<file path="src/hdl/bba_pkg.sv">
// Shared types and constants of the bitmap block allocator.
// No dependencies; used by every module of the block.
package bba_pkg;

  localparam int unsigned CFG_W              = 13;
  localparam int unsigned BLOCK_ID_W         = 12;
  localparam int unsigned NUM_BLOCKS_DEF     = 4096;
  localparam int unsigned SCAN_WORD_BITS_DEF = 64;

  localparam logic [CFG_W-1:0] MAX_BLOCKS_RST = 13'd4096;

  localparam logic OP_ALLOC = 1'b0;
  localparam logic OP_FREE  = 1'b1;

  typedef struct packed {
    logic                  op;
    logic [BLOCK_ID_W-1:0] block_id;
  } req_t;

  typedef struct packed {
    logic                  found;
    logic [BLOCK_ID_W-1:0] alloc_id;
    logic                  error;
  } rsp_t;

  typedef enum logic [2:0] {
    RSP_NONE,
    RSP_FREE,
    RSP_BUMP,
    RSP_HIT,
    RSP_MISS
  } rsp_kind_e;

  typedef struct packed {
    logic      clr_wr;
    logic      capture;
    logic      rd_tgt;
    logic      scan_start;
    logic      scan_next;
    logic      wr_tgt;
    logic      wr_hit;
    rsp_kind_e rsp;
  } ctrl_cmd_t;

  typedef struct packed {
    logic clr_done;
    logic is_free;
    logic free_ok;
    logic bump_ok;
    logic limit_zero;
    logic scan_hit;
    logic scan_last;
  } ctrl_sts_t;

endpackage

</file>
<file path="src/hdl/bba_ctrl.sv">
// Controller of the bitmap block allocator: sequences clear, lookup and scan.
// Depends on bba_pkg for the command and status structs.
module bba_ctrl (
  input  logic                clk_i,
  input  logic                rst_ni,
  input  logic                start_i,
  input  bba_pkg::ctrl_sts_t  sts_i,
  output bba_pkg::ctrl_cmd_t  cmd_o,
  output logic                busy_o
);

  typedef enum logic [2:0] {
    ST_INIT,
    ST_IDLE,
    ST_DISPATCH,
    ST_MODIFY,
    ST_SCAN
  } state_e;

  state_e state_q, state_d;
  logic   busy_q, busy_d;

  always_comb begin
    state_d = state_q;
    busy_d  = busy_q;
    cmd_o   = '0;
    case (state_q)
      ST_INIT: begin
        cmd_o.clr_wr = 1'b1;
        if (sts_i.clr_done) begin
          state_d = ST_IDLE;
          busy_d  = 1'b0;
        end
      end
      ST_IDLE: begin
        if (start_i) begin
          cmd_o.capture = 1'b1;
          state_d       = ST_DISPATCH;
          busy_d        = 1'b1;
        end
      end
      ST_DISPATCH: begin
        if (sts_i.is_free) begin
          if (sts_i.free_ok) begin
            cmd_o.rd_tgt = 1'b1;
            state_d      = ST_MODIFY;
          end else begin
            cmd_o.rsp = bba_pkg::RSP_FREE;
            state_d   = ST_IDLE;
            busy_d    = 1'b0;
          end
        end else if (sts_i.bump_ok) begin
          cmd_o.rd_tgt = 1'b1;
          state_d      = ST_MODIFY;
        end else if (sts_i.limit_zero) begin
          cmd_o.rsp = bba_pkg::RSP_MISS;
          state_d   = ST_IDLE;
          busy_d    = 1'b0;
        end else begin
          cmd_o.scan_start = 1'b1;
          state_d          = ST_SCAN;
        end
      end
      ST_MODIFY: begin
        cmd_o.wr_tgt = 1'b1;
        cmd_o.rsp    = sts_i.is_free ? bba_pkg::RSP_FREE : bba_pkg::RSP_BUMP;
        state_d      = ST_IDLE;
        busy_d       = 1'b0;
      end
      ST_SCAN: begin
        if (sts_i.scan_hit) begin
          cmd_o.wr_hit = 1'b1;
          cmd_o.rsp    = bba_pkg::RSP_HIT;
          state_d      = ST_IDLE;
          busy_d       = 1'b0;
        end else if (sts_i.scan_last) begin
          cmd_o.rsp = bba_pkg::RSP_MISS;
          state_d   = ST_IDLE;
          busy_d    = 1'b0;
        end else begin
          cmd_o.scan_next = 1'b1;
        end
      end
      default: begin
        state_d = ST_IDLE;
        busy_d  = 1'b0;
      end
    endcase
  end

  always_ff @(posedge clk_i or negedge rst_ni) begin
    if (!rst_ni) begin
      state_q <= ST_INIT;
      busy_q  <= 1'b1;
    end else begin
      state_q <= state_d;
      busy_q  <= busy_d;
    end
  end

  assign busy_o = busy_q;

endmodule

</file>
<file path="config.mk">
export PLATFORM = sky130hd
export DESIGN_NAME = bba_ctrl
export DESIGN_NICKNAME = d
export VERILOG_FILES = /design/src/hdl/bba_pkg.sv /design/src/hdl/bba_ctrl.sv
export SDC_FILE = /design/constraint.sdc
export NUM_CORES = 1
export LEC_CHECK = 0
export CORE_AREA = 5 5 42 44
export DETAILED_ROUTE_END_ITERATION = 8
export DIE_AREA = 0 0 47 49
export DONT_BUFFER_PORTS = 1
export PLACE_DENSITY_LB_ADDON = 0.3
export SLEW_MARGIN = 5
export SYNTH_ARGS = -nofsm -noshare
export SYNTH_HDL_FRONTEND = slang
export SYNTH_SLANG_ARGS = --single-unit
</file>
<file path="constraint.sdc">
create_clock -name clk_i -period 2.6 [get_ports clk_i]
set_clock_uncertainty 0.1 [all_clocks]
set_input_delay 0.26 -clock clk_i [delete_from_list [all_inputs] [get_ports clk_i]]
set_output_delay 0.26 -clock clk_i [all_outputs]
set_load 0.02 [all_outputs]
</file>
; ---- After elaboration in Yosys (flattened, before gate mapping)
; Cells that the tools add are included.
[classes]
eq_ne = 10
muxes = 42
n_reduce_logical = 3
[op_table]
columns = cell, n
row1 = 2-to-1 mux 3 bit, 12
row2 = 2-to-1 mux 1 bit, 24
row3 = inequality test 3 bit (second input constant), 4
row4 = one-hot mux 3 bit (4 select lines), 1
row5 = one-hot mux 3 bit (3 select lines), 1
row6 = equality test 3 x 2 -> 1 bit (second input constant), 2
row7 = 2-to-1 mux 2 bit, 3
row8 = AND reduction 6 bit, 1
row9 = inequality test 2 bit (second input constant), 2
row10 = one-hot mux 1 bit (4 select lines), 1
row11 = equality test 3 x 1 -> 1 bit (second input constant), 1
row12 = equality test 3 bit (second input constant), 1
row13 = zero test 3 bit, 1
row14 = AND reduction 3 bit, 1
[word_totals]
register_bits = 4
out_inout_bits = 11
elab_cells = 57

; ---- Longest topological paths before layout
; Gate-level depths: netlist of the first run.
[depth]
ltp_word = 4
mapped_depth = 4

; ---- Worst setup path after synthesis of the first run
; OpenSTA, ideal clock, no wires.
[synth_path]
path_type = register -> output
start = register state_q[2]
end = output port cmd_o[7] (netlist name)
arrival_time_ps = 1203
required_ps = 2240
slack_ps = 1037
path_stages_with_launch = 4
path_buffers = 0
cell_sequence = dfrtp_1 > or2_4 > or3_4 > inv_1
[synth_lines]
columns = element, line
row1 = "start, declared", bba_ctrl.sv:20  ; state_e state_q, state_d;
row2 = "start signal, assigned", bba_ctrl.sv:96  ; state_q <= state_d;
row3 = "end, declared", bba_ctrl.sv:8  ; output bba_pkg::ctrl_cmd_t cmd_o,

==> results of run 1 <==
## per-layer routing
metal / vias to the layer above / share of wire / track usage
met5: - / 0 / 0
met4: 0 / 0 / 0.05530
met3: 0 / 0.12 / 0.04059
met2: 8 / 0.53 / 0.1199
met1: 129 / 0.34 / 0.07813
li1: 148 / - / -
## timing repair
action	4_1_cts	5_1_grt
setup endpoints to repair	0	0
hold buffers	1	0
hold endpoints to repair	4	0
## logic make-up after synthesis
| kind of cell | count (synthesis) | share of synthesized area |
|---|---|---|
| mux | 1 | 0.03200 |
| compound gates | 7 | 0.1720 |
| simple gates | 22 | 0.4000 |
| buf+inv | 5 | 0.07199 |
| flops | 4 | 0.3240 |
## sequential cells by signal, summed over array words and instances, names as in the netlist
| name | count |
|---|---|
| busy_o | 1 |
| state_q | 3 |
## final cells by class
cell class	instances	area, um2
timing repair buffer	2	17.52
multi-input combinational	30	188.9
tap	16	20.02
fill	162	1032
clock buffer	4	26.28
inverter	4	15.01
sequential	4	101.3
## metrics by stage
| step | total power (W) | cell area [um2] | hold slack, ps |
|---|---|---|---|
| after detailed placement | 0.0002859 | 332.8 | -135.5 |
| after global placement | 0.0002870 | 332.8 | -135.5 |
| final | 0.0003661 | 369.1 | 90.62 |
| after floorplan | 0.0002571 | 312.8 | -135.6 |
| after global routing | 0.0004011 | 369.1 | 98.88 |
| after CTS | 0.0003769 | 369.1 | 81.71 |
## final timing paths
| kind | startpoint | endpoint |
|---|---|---|
| min | start_i | busy_o |
| max reg2reg | state_q[1] | state_q[2] |
| max in group asynchronous | rst_ni | busy_o |
| min reg2reg | busy_o | busy_o |
| max | state_q[2] | cmd_o[7] |
| min in group asynchronous | rst_ni | state_q[2] |
## power groups by stage
stage	clock [W]	sequential, W	combinational, W
final	0.0000830	0.000123	0.000160
after floorplan	0	0.000118	0.000139
after global placement	0	0.000126	0.000161
after detailed placement	0	0.000125	0.000161
after global routing	0.0000903	0.000131	0.000180
after CTS	0.0000890	0.000124	0.000164
## cell usage in the layout, fill, tap and decap left out, types with 2 or more instances in the layout
master,netlist,layout
nor2_1,6,6
nor3_1,2,2
nand3_1,2,2
nand2b_1,4,4
dfrtp_1,3,3
o21ai_0,4,4
inv_1,4,4
clkbuf_4,0,3
nor3b_1,2,2
==> run_results.csv, run 1 <==
group,metric,value,unit
yosys,synth.most_common_cell,"nor2_1",
setup_path,crit_type,"flop to primary output",
yosys,ys_seq_area_frac,0.3240,
setup_path,start_kind,"flop",
global_route,grt_pass1_vias,313,
cts,cts_root_buf,"clkbuf_4",
cells_and_area,fin_util,0.2634,
global_route,grt_max_degree,8,
cts,insertion_delay,240,ps
floorplan,die_w,47,um
timing,timing.slew.headroom,0.5189,
cells_and_area,final_cells,60,
power_and_ir_drop,cellLeakagePower,0.1624,nW
timing,timing.fmax,537.0,MHz
floorplan,initial_utilization,0.2232,
yosys,ys_seq_elements,4,
timing,post-route-worst-setup-slack,738.0,ps
placement,hpwlAfterDp,696.9,um
power_and_ir_drop,irDropWorstVdd,0.3551,mV
drt,first_pass_iters,2,
drt,wl,803,um
yosys,netlist_instances,39,
min_path,hp-class,"primary input to flop",
placement,dp_slack,976.6,ps
global_route,grt_pass1_wl,1.324,mm
cells_and_area,final_layout_size_suffix_gt1_frac,0.1818,
cts,clkTransAtPathRegs,40,ps
floorplan,num_io_pins,21,
yosys,syn-cell-area,312.8,um2
min_path,hold_path_depth,2,
placement,io_buffers,0,
power_and_ir_drop,intPower,0.0002019,W
setup_path,crit_chain,"or2_4, or3_4, inv_1",
cells_and_area,n_antenna_cell,0,
timing,min_period,1862,ps
job,cap_violations,0,
placement,dp_cells,55,
cells_and_area,area_growth,18.00,%
cts,cts.sinks,4,
drt,drtIter0Drc,2,
placement,place_congestion,0.6259,
yosys,synth.avg_cell_area,8.021,um2
power_and_ir_drop,pwr-share-seq,0.337,
timing,slew_violations,0,
cells_and_area,final_nets,55,
yosys,synth_commonest_cells,"nor2_1 (6), inv_1 (4), nand2b_1 (4), o21ai_0 (4), dfrtp_1 (3)",
cts,post_cts_buffers,0,
yosys,synth_area_leader_cell,"dfrtp_1",
yosys,syn_nets,49,
cts,htreeDepth,1,
status,outcome,"complete, no violations",
setup_path,cp_num_cells,3,
setup_path,rrSetupSlack,1030,ps
setup_path,worstRegToRegCells,4,
power_and_ir_drop,combPwrFrac,0.437,
setup_path,required,2240,ps
cts,max-clock-path-buffers,2,
timing,setup_tns,0,ps
timing,worst_pin_slew,716.1,ps
cts,cts_buffers,3,
drt,vias,285,
floorplan,rows,14,
power_and_ir_drop,power_switching,0.0001642,W
yosys,synthFlopType,"dfrtp_1",
yosys,ys_top_cells_by_area,"dfrtp_1 (24%), dfstp_2 (8.4%), nand2b_1 (8.0%)",
global_route,grt_overflow_total,0,
power_and_ir_drop,power_frac_clock,0.227,
setup_path,critPathMaxStageDelay,420,ps
drt,ant_nets,0,
drt,vias_per_cell,4.750,
timing,grt_setup_unrepaired,"no",
floorplan,core_area,0.001401,mm2
timing,setup_violations,0,
floorplan,die_area,0.002303,mm2
yosys,yosysWarnings,0,
setup_path,endpoint_kind,"primary output",
yosys,yosysUniqueCellTypes,20,
drt,post_drt_wl_per_cell,13.38,um
setup_path,cp_slowest_cell,"dfrtp_1",
timing,finalHoldViolCount,0,
setup_path,cp_max_fo,7,
setup_path,cp.buffers_inverters,1,
yosys,synthArstFlopShare,1.000,
cts,cts.repair.resized,0,
global_route,antenna_found_initial,0,
yosys,synth-edff-count,0,
power_and_ir_drop,swShare,0.4485,
timing,timing.final.crit_share,0.7162,
setup_path,cp_top_family,"simple AND/OR/NAND/NOR gates",
yosys,synth_top_area_frac,0.2400,
setup_path,crit_arrival,1500,ps
power_and_ir_drop,pwr_density_cell,991.7,mW/mm2
drt,drc,0,
floorplan,fp.dieH,49,um
cts,cts_tree,"yes",
global_route,track_usage,0.07856,
No activity file was read; power rests on OpenSTA's default activity.
==> run 2: changes to the inputs <==
Settings changed: ABC_AREA set to 1.
Clock period 2.6 ns to 1.7 ns, I/O delays scaled along.
==> run_results.csv, run 2 <==
group,metric,value,unit
timing,worst_pin_slew,386.0,ps
drt,ant_nets,0,
setup_path,cp_slowest_cell,"dfrtp_1",
drt,first_pass_iters,2,
power_and_ir_drop,irDropWorstVdd,0.5876,mV
timing,timing.slew.headroom,0.7417,
cts,cts.sinks,4,
global_route,antenna_found_initial,0,
timing,setup_violations,0,
global_route,grt_pass1_vias,339,
setup_path,endpoint_kind,"primary output",
yosys,netlist_instances,58,
setup_path,crit_chain,"inv_2, nand3_4, o31ai_1, buf_4",
floorplan,die_area,0.002303,mm2
yosys,synth_top_area_frac,0.2027,
placement,hpwlAfterDp,777.8,um
setup_path,cp.buffers_inverters,2,
setup_path,start_kind,"flop",
yosys,yosysWarnings,0,
global_route,grt_overflow_total,0,
power_and_ir_drop,pwr_density_cell,1502,mW/mm2
cells_and_area,n_antenna_cell,0,
cells_and_area,mostFrequentLayoutCell,"nand2_1",
timing,finalHoldViolCount,0,
cells_and_area,top_register,"state_q",
placement,io_buffers,0,
cells_and_area,num-fill-cells,157,
cells_and_area,final_layout_size_suffix_gt1_frac,0.3333,
yosys,synthArstFlopShare,1.000,
power_and_ir_drop,cellLeakagePower,0.2603,nW
placement,place_congestion,0.6606,
min_path,hp-class,"primary input to flop",
floorplan,rows,14,
yosys,syn_nets,68,
cts,cts_buffers,3,
drt,vias_per_cell,4.488,
yosys,ys_seq_area_frac,0.2736,
cts,cts_root_buf,"clkbuf_4",
yosys,synth.avg_cell_area,6.385,um2
setup_path,crit_type,"flop to primary output",
power_and_ir_drop,intPower,0.0003423,W
power_and_ir_drop,swShare,0.4996,
cells_and_area,area_growth,22.97,%
floorplan,initial_utilization,0.2643,
cts,cts_tree,"yes",
yosys,ys_top_cells_by_area,"dfrtp_1 (20%), nand2_1 (14%), inv_1 (10%)",
yosys,synthFlopType,"dfrtp_1",
yosys,synth-edff-count,0,
setup_path,crit_arrival,1280,ps
yosys,synth_area_leader_cell,"dfrtp_1",
floorplan,die_w,47,um
global_route,track_usage,0.08051,
yosys,ys_seq_elements,4,
power_and_ir_drop,power,0.0006842,W
timing,grt_setup_unrepaired,"no",
floorplan,fp.dieH,49,um
cts,htreeDepth,1,
cts,clkTransAtPathRegs,40,ps
floorplan,num_io_pins,21,
drt,post_drt_wl_per_cell,10.56,um
status,outcome,"complete, no violations",
yosys,syn-cell-area,370.4,um2
power_and_ir_drop,power_switching,0.0003418,W
setup_path,required,1430,ps
power_and_ir_drop,power_frac_clock,0.183,
cells_and_area,largest_reg_flops,3,
timing,timing.fmax,645.2,MHz
timing,min_period,1550,ps
power_and_ir_drop,pwr-share-seq,0.300,
cells_and_area,final_cell_mix,"nand2_1 (14), inv_1 (10), nor2_1 (7)",
power_and_ir_drop,combPwrFrac,0.517,
global_route,grt_pass1_wl,1.359,mm
yosys,synth_commonest_cells,"nand2_1 (14), inv_1 (10), nor2_1 (7)",
timing,setup_tns,0,ps
job,cap_violations,0,
setup_path,cp_max_fo,6,
drt,drc,0,
drt,drtIter0Drc,1,
floorplan,core_area,0.001401,mm2
yosys,yosysUniqueCellTypes,19,
cells_and_area,final_nets,77,
setup_path,cp_top_family,"flip-flops",
cts,max-clock-path-buffers,2,
yosys,synth.most_common_cell,"nand2_1",
drt,wl,866,um
timing,slew_violations,0,
global_route,grt_max_degree,7,
timing,timing.final.crit_share,0.9117,
timing,hold_slack,47.42,ps
cts,insertion_delay,230,ps
drt,vias,368,
setup_path,critPathMaxStageDelay,440,ps
[run 2: cells by family (layout without fill, tap and decap cells)]
family                 Yosys count  after routing  synth area share
AO/OA/AOI/OAI                    4              4           0.07093
buffers and inverters           16             24            0.1723
flip-flops                       4              4            0.2737
AND/OR/NAND/NOR                 34             34            0.4831
[run 2: path summary, 6_finish.rpt]
| kind | startpoint | endpoint | slack, ps | depth (start not counted) |
|---|---|---|---|---|
| max in group asynchronous | rst_ni | busy_o | 1160 | 1 |
| worst max-delay path | state_q[0] | cmd_o[2] | 150 | 4 |
| worst min-delay path | sts_i[0] | state_q[2] | 50 | 3 |
| min in group asynchronous | rst_ni | state_q[0] | 100 | 1 |
| worst min register to register | busy_o | busy_o | 420 | 2 |
| worst max register to register | state_q[2] | busy_o | 360 | 7 |
[run 2: power by group through the flow]
stage                     Clock (W)  Sequential, W  Combinational [W]
final                      0.000125       0.000205           0.000354
after CTS                  0.000133       0.000200           0.000361
after detailed placement          0       0.000201           0.000356
after global placement            0       0.000201           0.000358
after floorplan                   0       0.000189           0.000296
after global routing       0.000137       0.000210           0.000402
[run 2: layout make-up]
type / count / area [um2] / area share
Multi-Input combinational cell: 38 / 210.2 / 0.4615
Timing Repair Buffer: 5 / 40.04 / 0.08791
Inverter: 15 / 56.30 / 0.1236
Sequential cell: 4 / 102.6 / 0.2253
Clock buffer: 4 / 26.28 / 0.05769
Tap cell: 16 / 20.02 / 0.04396
[run 2: per-layer routing]
| metal | up-vias | wire [um] | share of wire | track usage |
|---|---|---|---|---|
| li1 | 195 | - | - | - |
| met1 | 159 | 332 | 0.38 | 0.09978 |
| met2 | 14 | 438 | 0.51 | 0.1176 |
| met3 | 0 | 95 | 0.11 | 0.01845 |
| met4 | 0 | 0 | 0 | 0.05530 |
| met5 | - | 0 | 0 | 0 |
[run 2: stage by stage]
stage | utilization | setup WS (ps) | std cells | area [um2]
final | 0.3250 | 150.2 | 82 | 455.4
after global routing | 0.3250 | 51.01 | 82 | 455.4
after CTS | 0.3205 | 101.9 | 82 | 449.2
after detailed placement | 0.2946 | 358.9 | 77 | 412.9
after global placement | 0.2946 | 369.9 | 77 | 412.9
after floorplan | - | 259.9 | 58 | 370.4
[run 2: worst register-to-register path: cells and delay by family (launching register included)]
kind / cells / cell delay, ps
DFF: 1 / 410
buffers and inverters: 3 / 250
and+or+nand+nor: 4 / 510
[run 2: what timing repair did]
action / in CTS / in global routing
hold buffers: 1 / 0
buffers inserted: 0 / 0
gates resized for setup: 0 / 2
hold endpoints to repair: 4 / 0
endpoints found under the setup margin: 0 / 1
==> run 3: changes to the inputs <==
Settings changed: CELL_PAD_IN_SITES_DETAIL_PLACEMENT set to 2, CELL_PAD_IN_SITES_GLOBAL_PLACEMENT set to 2, CORE_AREA 5 5 42 44 to unset, CORE_MARGIN set to 5, CORE_UTILIZATION set to 28, DIE_AREA 0 0 47 49 to unset.
Clock period 1.7 ns to 1.9 ns, I/O delays scaled along.
==> run_results.csv, run 3 (same netlist as run 2, synthesis figures left out) <==
group,metric,value,unit
global_route,grt_use_met3,0.02344,
timing,grt_setup_unrepaired,"no",
floorplan,die_w,46.37,um
cts,post_cts_buffers,0,
timing,setup_tns,0,ps
cells_and_area,n_antenna_cell,0,
cts,max-clock-path-buffers,2,
global_route,grt_max_degree,7,
global_route,grt_pass1_wl,1.945,mm
power_and_ir_drop,pwr_density_cell,1410,mW/mm2
cts,cts_root_buf,"clkbuf_4",
job,cap_violations,0,
global_route,grt_use_met2,0.2418,
global_route,track_usage,0.1284,
floorplan,core_area,0.001269,mm2
cts,insertion_delay,230,ps
timing,worst_pin_slew,526.1,ps
cts,cts_tree,"yes",
drt,drtIter0Drc,0,
floorplan,initial_utilization,0.2919,
cells_and_area,fin_util,0.3412,
global_route,antenna_found_initial,0,
status,outcome,"complete, no violations",
timing,slew_violations,0,
power_and_ir_drop,pwr-share-seq,0.293,
placement,hpwlAfterDp,1.004,mm
setup_path,endpoint_kind,"primary output",
cells_and_area,largest_reg_flops,3,
cells_and_area,final_nets,75,
drt,post_drt_wl_per_cell,14.13,um
placement,io_buffers,0,
power_and_ir_drop,power_switching,0.0003147,W
drt,ant_nets,0,
cells_and_area,top_register,"state_q",
power_and_ir_drop,intPower,0.0002957,W
timing,min_period,1684,ps
cells_and_area,final_layout_size_suffix_gt1_frac,0.2813,
drt,drc,0,
global_route,grt_pass1_vias,441,
setup_path,worstRegToRegCells,6,
cells_and_area,mostFrequentLayoutCell,"nand2_1",
power_and_ir_drop,power_frac_clock,0.188,
cts,cts.sinks,4,
power_and_ir_drop,combPwrFrac,0.519,
timing,timing.final.crit_share,0.8863,
min_path,hold_path_depth,3,
setup_path,required,1610,ps
floorplan,num_io_pins,21,
timing,timing.fmax,593.8,MHz
power_and_ir_drop,irDropWorstVdd,0.4802,mV
min_path,hp-class,"primary input to flop",
timing,setup_violations,0,
power_and_ir_drop,cellLeakagePower,0.2491,nW
drt,first_pass_iters,1,
global_route,busiest_layer,"met2",
global_route,grt_use_met1,0.1299,
setup_path,crit_type,"flop to primary output",
floorplan,rows,13,
setup_path,cp_max_fo,4,
cts,clkTransAtPathRegs,40,ps
global_route,grt_overflow_total,0,
power_and_ir_drop,swShare,0.5156,
setup_path,crit_arrival,1390,ps
timing,finalHoldViolCount,0,
placement,place_congestion,0.7161,
floorplan,fp.dieH,46.37,um
setup_path,start_kind,"flop",
drt,wl,1.116,mm
cells_and_area,area_growth,16.89,%
timing,timing.slew.headroom,0.6556,
cells_and_area,final_cell_mix,"nand2_1 (14), inv_1 (10), nor2_1 (7)",
drt,vias_per_cell,4.709,
cts,cts_buffers,3,
cts,htreeDepth,1,
floorplan,die_area,0.002150,mm2
drt,vias,372,
run 3: cell types whose count changed in the layout (fill, tap and decap cells not counted), sizes merged:
cell,change
buf,-2
run 3: final timing paths:
| check | from | endpoint | slack, ps |
|---|---|---|---|
| worst min-delay path | sts_i[0] | state_q[2] | 70 |
| max in group asynchronous | rst_ni | busy_o | 1330 |
| min in group asynchronous | rst_ni | state_q[0] | 130 |
| worst max-delay path | state_q[1] | cmd_o[0] | 220 |
| worst max register to register | state_q[0] | state_q[0] | 520 |
| worst min register to register | busy_o | busy_o | 410 |
run 3: through the flow:
step           cell area (um2)  hold WS (ps)  cells  power (W)  setup slack, ps
5_1_grt                  432.9         108.3     79  0.0006702            75.71
4_1_cts                  432.9         68.50     79  0.0006279            182.9
6_report                 432.9         68.38     79  0.0006103            216.0
2_1_floorplan            370.4        -205.6     58  0.0004346            439.9
3_5_place_dp             396.6        -205.4     74  0.0005017            437.8
3_3_place_gp             396.6        -205.4     74  0.0004888            461.5
run 3: layout make-up:
cell class / count / area (um2)
Timing Repair Buffer: 3 / 25.02
Inverter: 15 / 56.30
Tap cell: 15 / 18.77
Sequential cell: 4 / 101.3
Multi-Input combinational cell: 38 / 205.2
Fill cell: 165 / 835.8
Clock buffer: 4 / 26.28
run 3: critical path, cell delays in order, from the launching register on:
cell and delay [ps]:
dfrtp_1 440, inv_2 70, nor2_2 110, nand2_1 100
o221ai_1 440
run 3: power groups by stage:
stage          Clock (W)  Sequential, W  Combinational [W]
2_1_floorplan          0       0.000169           0.000265
3_3_place_gp           0       0.000176           0.000312
3_5_place_dp           0       0.000181           0.000320
5_1_grt         0.000125       0.000185           0.000360
4_1_cts         0.000120       0.000180           0.000328
6_report        0.000115       0.000179           0.000317
run 3: timing repair:
item / CTS / global route
hold buffers: 1 / 0
setup endpoints to repair: 0 / 0
gates resized for setup: 0 / 0
hold endpoints to repair: 4 / 0
run 3: per-layer routing:
metal | up-vias | routed length, um
met5 | - | 0
met4 | 0 | 0
met3 | 0 | 73
met2 | 12 | 626
met1 | 174 | 416
li1 | 186 | -
